[src/rtl/core/sorted_integer_set_unit_assert.svh]
// ============================================================================
// Sorted integer set unit: assertion macros
// Shared concurrent assertion forms, clocked on clk_i and disabled in reset.
// ============================================================================
`ifndef SORTED_INTEGER_SET_UNIT_ASSERT_SVH
`define SORTED_INTEGER_SET_UNIT_ASSERT_SVH

// Same-cycle implication.
`define SIS_ASSERT_IMP(lbl, ante, cons) \
  lbl: assert property (@(posedge clk_i) disable iff (!rst_ni) (ante) |-> (cons)) \
    else $error("sorted integer set assertion failed");

// Next-cycle implication.
`define SIS_ASSERT_NXT(lbl, ante, cons) \
  lbl: assert property (@(posedge clk_i) disable iff (!rst_ni) (ante) |=> (cons)) \
    else $error("sorted integer set assertion failed");

`endif

[src/rtl/core/sis_pkg.sv]
// ============================================================================
// Sorted integer set package
// Sizes, request codes and the item and control structs of the set unit.
// ============================================================================
package sis_pkg;

  localparam int CAPACITY   = 64;
  localparam int VALUE_BITS = 16;
  localparam int POS_W      = $clog2(CAPACITY);
  localparam int CNT_W      = $clog2(CAPACITY + 1);

  typedef enum logic [1:0] {
    REQ_CLEAR  = 2'd0,
    REQ_ADD    = 2'd1,
    REQ_LOOKUP = 2'd2
  } req_type_e;

  typedef struct packed {
    logic [1:0]  req_type;
    logic [15:0] value;
  } sis_req_t;

  typedef struct packed {
    logic             found;
    logic [POS_W-1:0] position;
    logic             inserted;
    logic             overflow;
    logic [CNT_W-1:0] member_count;
  } sis_rsp_t;

  // Broadcast to every cell of the chain.
  typedef struct packed {
    logic                  shift_en;
    logic [VALUE_BITS-1:0] key;
  } sis_cell_ctl_t;

  // Where a cell stands relative to the member count.
  typedef struct packed {
    logic valid;  // cell holds a member
    logic slot;   // cell is a member or the first free place
  } sis_cell_loc_t;

endpackage

[src/rtl/core/sorted_integer_set_unit.sv]
// ============================================================================
// Sorted integer set unit
// Ordered set of distinct values held in a chain of compare-and-shift cells.
// ============================================================================
//
//   Channel   Ports                    Handshake
//   -------   ----------------------   ------------------------------------
//   request   start, busy, req_i       taken when start is high, busy low
//   result    done_o, rsp_o            done_o high for one cycle per item
//
// For every item, the accepting edge latches the request, and
// in the following busy cycle all cells compare their member with the key
// in parallel, the match encoder resolves found and position, and on an add
// the larger members move up one cell while the key drops into its place.
// The result is registered at the busy cycle's end and shown with done_o for one
// cycle, during which busy is already low, so a new item can be taken then.
// Reset empties the set by clearing the member count; the cell contents are
// not cleared, since a cell above the count is never read.
// The receiver has no way to stall results, so no result is ever held back.
//
module sorted_integer_set_unit (
  input  logic              clk_i,
  input  logic              rst_ni,
  input  logic              start,
  input  sis_pkg::sis_req_t req_i,
  output logic              busy,
  output logic              done_o,
  output sis_pkg::sis_rsp_t rsp_o
);
  import sis_pkg::*;

  // Latched request, held through the busy cycle.
  sis_req_t              req_q;
  logic                  busy_q;
  logic                  done_q;
  sis_rsp_t              rsp_q;
  sis_rsp_t              rsp_d;
  logic [CNT_W-1:0]      count_q;
  logic [CNT_W-1:0]      count_d;

  logic                  accept;
  logic                  full;
  logic                  hit;
  logic [POS_W-1:0]      hit_pos;
  sis_cell_ctl_t         cell_ctl;

  logic [CAPACITY-1:0]   cell_gt;
  logic [CAPACITY-1:0]   cell_eq;
  logic [VALUE_BITS-1:0] cell_data [CAPACITY];

  assign accept = start && !busy_q;
  assign full   = (count_q == CNT_W'(CAPACITY));

  // The chain acts on the key only during the busy cycle; an add of a new value
  // into a set with room shifts the chain.
  always_comb begin
    cell_ctl.key      = req_q.value[VALUE_BITS-1:0];
    cell_ctl.shift_en = busy_q && (req_type_e'(req_q.req_type) == REQ_ADD) && !hit && !full;
  end

  // The cell chain. Cell k holds a member while k is below the count, and
  // cell number count is the free place an insertion may fill.
  for (genvar k = 0; k < CAPACITY; k++) begin : g_cell
    sis_cell_loc_t         loc;
    logic                  left_gt;
    logic [VALUE_BITS-1:0] left_data;

    assign loc.valid = (count_q > CNT_W'(k));
    assign loc.slot  = (count_q >= CNT_W'(k));

    if (k == 0) begin : g_head
      assign left_gt   = 1'b0;
      assign left_data = '0;
    end else begin : g_link
      assign left_gt   = cell_gt[k-1];
      assign left_data = cell_data[k-1];
    end

    sis_cell u_cell (
      .clk_i       (clk_i),
      .ctl_i       (cell_ctl),
      .loc_i       (loc),
      .left_gt_i   (left_gt),
      .left_data_i (left_data),
      .gt_o        (cell_gt[k]),
      .eq_o        (cell_eq[k]),
      .data_o      (cell_data[k])
    );
  end

  sis_encode u_encode (
    .eq_i    (cell_eq),
    .found_o (hit),
    .pos_o   (hit_pos)
  );

  // Result and new count for the item in its busy cycle. An unknown request
  // code changes nothing and reports only the count.
  always_comb begin
    rsp_d    = '0;
    count_d  = count_q;
    unique case (req_type_e'(req_q.req_type))
      REQ_CLEAR: begin
        count_d = '0;
      end
      REQ_ADD: begin
        if (hit) begin
          rsp_d.found    = 1'b1;
          rsp_d.position = hit_pos;
        end else if (full) begin
          rsp_d.overflow = 1'b1;
        end else begin
          rsp_d.inserted = 1'b1;
          count_d        = count_q + CNT_W'(1);
        end
      end
      REQ_LOOKUP: begin
        rsp_d.found    = hit;
        rsp_d.position = hit_pos;
      end
      default: begin
      end
    endcase
    rsp_d.member_count = count_d;
  end

  always_ff @(posedge clk_i or negedge rst_ni) begin
    if (!rst_ni) begin
      busy_q  <= 1'b0;
      done_q  <= 1'b0;
      count_q <= '0;
    end else begin
      busy_q <= accept;
      done_q <= busy_q;
      if (busy_q) begin
        count_q <= count_d;
      end
    end
  end

  always_ff @(posedge clk_i) begin
    if (accept) begin
      req_q <= req_i;
    end
    if (busy_q) begin
      rsp_q <= rsp_d;
    end
  end

  assign busy   = busy_q;
  assign done_o = done_q;
  assign rsp_o  = rsp_q;

`include "sorted_integer_set_unit_assert.svh"

  `SIS_ASSERT_IMP(a_count_bounded, 1'b1, count_q <= CNT_W'(CAPACITY))
  `SIS_ASSERT_NXT(a_busy_one_cycle, busy_q, !busy_q && done_q)
  `SIS_ASSERT_IMP(a_done_after_busy, done_q, $past(busy_q))
  `SIS_ASSERT_IMP(a_ins_ovf_excl, done_q, !(rsp_q.inserted && rsp_q.overflow))
  `SIS_ASSERT_IMP(a_ins_counts, done_q && rsp_q.inserted, count_q == $past(count_q) + CNT_W'(1))

endmodule

[src/rtl/core/sis_cell.sv]
// ============================================================================
// Sorted integer set cell
// Holds one member, compares it with the key and shifts in from its left.
// ============================================================================
module sis_cell (
  input  logic                          clk_i,
  input  sis_pkg::sis_cell_ctl_t        ctl_i,
  input  sis_pkg::sis_cell_loc_t        loc_i,
  input  logic                          left_gt_i,
  input  logic [sis_pkg::VALUE_BITS-1:0] left_data_i,
  output logic                          gt_o,
  output logic                          eq_o,
  output logic [sis_pkg::VALUE_BITS-1:0] data_o
);
  import sis_pkg::*;

  logic [VALUE_BITS-1:0] data_q;
  logic [VALUE_BITS-1:0] data_d;
  logic                  wr_en;

  assign gt_o   = loc_i.valid && (data_q > ctl_i.key);
  assign eq_o   = loc_i.valid && (data_q == ctl_i.key);
  assign data_o = data_q;

  // A larger member moves up one place; the cell where the chain of larger
  // members starts, or the free place if there is none, takes the key itself.
  assign wr_en  = ctl_i.shift_en && loc_i.slot && (gt_o || !loc_i.valid);
  assign data_d = left_gt_i ? left_data_i : ctl_i.key;

  always_ff @(posedge clk_i) begin
    if (wr_en) begin
      data_q <= data_d;
    end
  end

endmodule

[src/rtl/core/sis_encode.sv]
// ============================================================================
// Sorted integer set match encoder
// Turns the equality vector of the cells, at most one-hot, into found and position.
// ============================================================================
module sis_encode (
  input  logic [sis_pkg::CAPACITY-1:0] eq_i,
  output logic                         found_o,
  output logic [sis_pkg::POS_W-1:0]    pos_o
);
  import sis_pkg::*;

  assign found_o = |eq_i;

  // Members are distinct, so at most one bit is set and an OR of indexes works.
  always_comb begin
    pos_o = '0;
    for (int k = 0; k < CAPACITY; k++) begin
      if (eq_i[k]) begin
        pos_o = pos_o | POS_W'(k);
      end
    end
  end

endmodule
[config.mk]
export PLATFORM = sky130hd
export DESIGN_NAME = sorted_integer_set_unit
export DESIGN_NICKNAME = d
export VERILOG_FILES = /design/src/rtl/core/sis_pkg.sv /design/src/rtl/core/sorted_integer_set_unit.sv /design/src/rtl/core/sis_cell.sv /design/src/rtl/core/sis_encode.sv
export VERILOG_INCLUDE_DIRS = /design/src /design/src/rtl/core
export SDC_FILE = /design/constraint.sdc
export NUM_CORES = 2
export LEC_CHECK = 0
export ABC_AREA = 1
export BUFFER_PORTS_ARGS = -buffer_cell sky130_fd_sc_hd__buf_2
export CORE_MARGIN = 4
export CORE_UTILIZATION = 45
export DETAILED_ROUTE_END_ITERATION = 12
export GPL_TIMING_DRIVEN = 0
export PLACE_DENSITY = 0.65
export SYNTH_ARGS = -nofsm -noshare
export SYNTH_HDL_FRONTEND = slang
export SYNTH_SLANG_ARGS = --single-unit
[constraint.sdc]
create_clock -name clk_i -period 8.2 [get_ports clk_i]
set_input_delay 0.41 -clock clk_i [delete_from_list [all_inputs] [get_ports clk_i]]
set_output_delay 0.41 -clock clk_i [all_outputs]
set_load 0.01 [all_outputs]
==> flow_metrics.tcl <==
set metrics [dict create \
    floorplan_die_width_um 406.6 \
    max-vdd-ir-drop_v 0.0001728 \
    startpoint_of_the_lowest_slack_register_to_register_path "cell_ctl[9]" \
    area_growth_from_synthesis_to_layout_pct 11.67 \
    place_inst 10310 \
    global_route.overflow_total 0 \
    routed_wl_um 280100 \
    ios 39 \
    number_of_instances_in_the_synthesized_netlist 8153 \
    wl_met1_um 108800 \
    synth_top_cells_by_area "sky130_fd_sc_hd__edfxtp_1 (44%), sky130_fd_sc_hd__ha_1 (18%), sky130_fd_sc_hd__nand2_1 (9.5%)" \
    final.period_utilization_pct 85.44 \
    maxClockFrequency_mhz 142.7 \
    synth.most_common_cell "sky130_fd_sc_hd__nand2_1" \
    pwr-share-comb_pct 12.1 \
    synth_largest_area_cell "sky130_fd_sc_hd__edfxtp_1" \
    cts_tree "built" \
    total_setup_violations_reported_at_the_end_of_the_flow 0 \
    number_of_hold_violations_in_the_final_report 0 \
    synthTopCellsByCount "sky130_fd_sc_hd__nand2_1 (1815), sky130_fd_sc_hd__edfxtp_1 (1058), sky130_fd_sc_hd__ha_1 (1031)" \
    worstPathArrival_ns 7.40 \
    layoutNonFillerInstCount 10560 \
    synthFlopType "sky130_fd_sc_hd__edfxtp_1" \
    final.setup.tns_ns 0 \
    syn-num-nets 9205 \
    drt_first_iter_violations 7669 \
    power-per-cell-area_nw_per_um2 166.6 \
    p_seq_share_pct 45.6 \
    place.gp.congestion 1.017 \
    rsz0062_at_grt "no" \
    yosysSeqAreaShare_pct 44.76 \
    synth_largest_type_area_fraction_pct 44.44 \
    cts_root_buffer "sky130_fd_sc_hd__clkbuf_16" \
    wl_per_cell_um 26.53 \
    clock_tree.htree_level_count 3 \
    hp-class "primary input to async pin" \
    cts.clk_slew.worst_paths_ns 0.07 \
    floorplan.die.height_um 406.6 \
    ys.warnings.count 0 \
    cap_viol_max_count 9 \
    path_max_fanout 27 \
    power_frac_clock_pct 42.3 \
    via_count 63950 \
    detailedPlacementHpwl_um 202500 \
    synth-edff-count 1058 \
    multiInputGateArea_um2 35770 \
    clock-sinks 1067 \
    detail_route.drc_violations 0 \
    cts_repair_resize_count 0 \
    cell_internal_pwr_w 0.009718 \
    power.switching_w 0.003585 \
    wire_length_of_the_first_global_routing_pass_um 397400 \
    wl_met2_um 120000 \
    skew_ns 0.04568 \
    yosys.cell_types.count 51 \
    crit_path_end_kind "register" \
    num_rows 146 \
    syn-cell-area_um2 71490 \
    count_of_state_elements_after_synthesis 1067 \
    num-fill-cells 14530 \
    die_area_um2 165300 \
    rr_worst_depth 19 \
    crit_path_start_kind "register" \
    route.antenna.remaining_nets 0 \
    start_util_pct 45.19 \
    violations "capacitance limit, slew limit" \
    route.top_layer_used "met5" \
    required_ns 8.59 \
    finalNetCount 9432 \
    tritoncts.num_buffers 120 \
    via_count_of_the_first_global_routing_pass 60410 \
    per_cell_via_count_in_the_routed_design 6.057 \
    clkLatencyLatePin_ns 0.81 \
    grt_use_total_pct 33.05 \
    static-leakage-power_nw 33.70 \
    first_pass_iters 6 \
    tightestPinTransition_ns 1.584 \
    min_period_ns 7.006 \
    slew-limit-headroom_pct -5.579 \
    synthesis.area_per_instance_um2 8.768 \
    grt_start_max_net_pins 39 \
    layout.area.seq_um2 32000 \
    layout-drive-gt1-share_pct 5.155 \
    clock_tree_buf_depth 3 \
    cts_post_setup_buffers_inserted 0 \
    criticalPathCategory "register to register" \
    core_area_um2 158200 \
    dr_wl_met3_um 32070 \
    antenna_found_initial 16 \
    timing_max_transition_violations_final 73 \
    netSwitchingFraction_pct 26.95 \
    port_buffers 38 \
    status "complete, but fails checks" \
    setup.worst_path.start "cell_ctl[9]" \
    async_s_r_ff_share_synth_pct 0.8435 \
]
[registers in the layout, summed over array words and instances, names as in the netlist]
register / count
count_q: 7
done_o: 1
rsp_o: 16
g_cell.u_cell.data_o: 1024
cell_ctl: 16
busy: 1
req_q: 2
[final timing paths]
check | end | slack, ns
max | g_cell[31].u_cell.data_o[14] | 1.19
min | count_q[1] | 0.05
max reg2reg | g_cell[31].u_cell.data_o[14] | 1.19
min reg2reg | g_cell[11].u_cell.data_o[13] | 0.56
max in group asynchronous | count_q[5] | 7.89
min in group clk_i | cell_ctl[9] | 0.25
[layout by cell type, fill, tap and decap left out, drive strengths merged]
cell and n:
nand3b 19, nor3b 5, nand4 88, o211ai 7, bufinv 17, nor2 977
clkinv 47, nor4b 1, a221oi 32, a22oi 2, a21oi 796, clkinvlp 15
o21bai 45, o221ai 22, ha 1031, a21boi 3, and2 5, o2111ai 20
buf 132, clkbuf 398, nor4 9, nor3 30, diode 8, o21ai 852
a31oi 2, o221a 6, a211oi 17, o21a 39, or2 2, inv 712
dfrtp 9, edfxtp 1058, xor2 4, and3 3, nand2 1826, a21o 2
nand3 225, dlygate4sd3 19
[critical path, cell delays in order (launching register included)]
cell                       delay, ns
sky130_fd_sc_hd__edfxtp_1       0.55
sky130_fd_sc_hd__inv_1          0.61
sky130_fd_sc_hd__clkbuf_4       0.65
sky130_fd_sc_hd__buf_16         0.30
sky130_fd_sc_hd__buf_16         0.32
sky130_fd_sc_hd__ha_1           0.31
sky130_fd_sc_hd__nand2_1        0.08
sky130_fd_sc_hd__nor2_1         0.05
sky130_fd_sc_hd__nand2_1        0.09
sky130_fd_sc_hd__nor2_1         0.13
sky130_fd_sc_hd__nand2_1        0.26
sky130_fd_sc_hd__nand2_1        0.09
sky130_fd_sc_hd__nor2_1         0.19
sky130_fd_sc_hd__nand2_1        0.08
sky130_fd_sc_hd__nor2_1         0.42
sky130_fd_sc_hd__nand2_1        0.31
sky130_fd_sc_hd__nor2_4         0.28
sky130_fd_sc_hd__nand4_4        0.17
sky130_fd_sc_hd__buf_2          0.50
sky130_fd_sc_hd__nor2_1         1.16
[stage by stage]
stage          hold WS (ns)  instance area, µm²  setup WS (ns)  power, W  util (%)
6_report            0.05433               79830          1.194   0.01330     50.46
2_1_floorplan        0.1144               71490          2.804  0.007008         -
3_5_place_dp         0.3218               75500          1.292  0.007705     47.73
3_3_place_gp         0.3150               74270         -3.575  0.007608     46.95
4_1_cts             0.01935               79700          1.278   0.01325     50.38
5_1_grt             0.07322               79810          1.094   0.01364     50.45
[cell families after synthesis]
group	Yosys count	synth area share, %
buffers and inverters	1016	5.410
DFF	1067	44.76
and+or+nand+nor	3190	17.96
xor gates and xnor gates	4	0.04900
adders and majority gates	1031	18.04
AOI/OAI and AO/OA	1845	13.78
[power groups by stage]
| stage | clock [W] | combinational (W) | sequential (W) |
|---|---|---|---|
| after floorplan | 0 | 0.000842 | 0.00617 |
| after global placement | 0 | 0.00142 | 0.00619 |
| after detailed placement | 0 | 0.00153 | 0.00618 |
| after CTS | 0.00564 | 0.00155 | 0.00606 |
| after global routing | 0.00586 | 0.00172 | 0.00606 |
| final | 0.00563 | 0.00161 | 0.00606 |
[per-layer routing]
layer  global-route usage (%)  up-vias
li1                         -    28850
met1                    42.79    30400
met2                    50.45     3766
met3                    8.053      935
met4                    19.21        4
met5                        0        -
[timing repair]
action / in CTS / in global routing
hold buffers: 19 / 0
setup endpoints to repair: 0 / 0
hold endpoints to repair: 27 / 0
[area by class of cell]
type                    count  share of cell area, %
repair buffers            105                  1.870
flip-flops and latches   1067                  40.08
plain buffers             307                  1.616
inverters                 709                  3.337
multi-input cells        6070                  44.80
well taps                2072                  3.247
clock buffers             137                  3.854
diodes                      8                0.02508
clock inverters            82                  1.169
(Power assumes the default switching activity.)
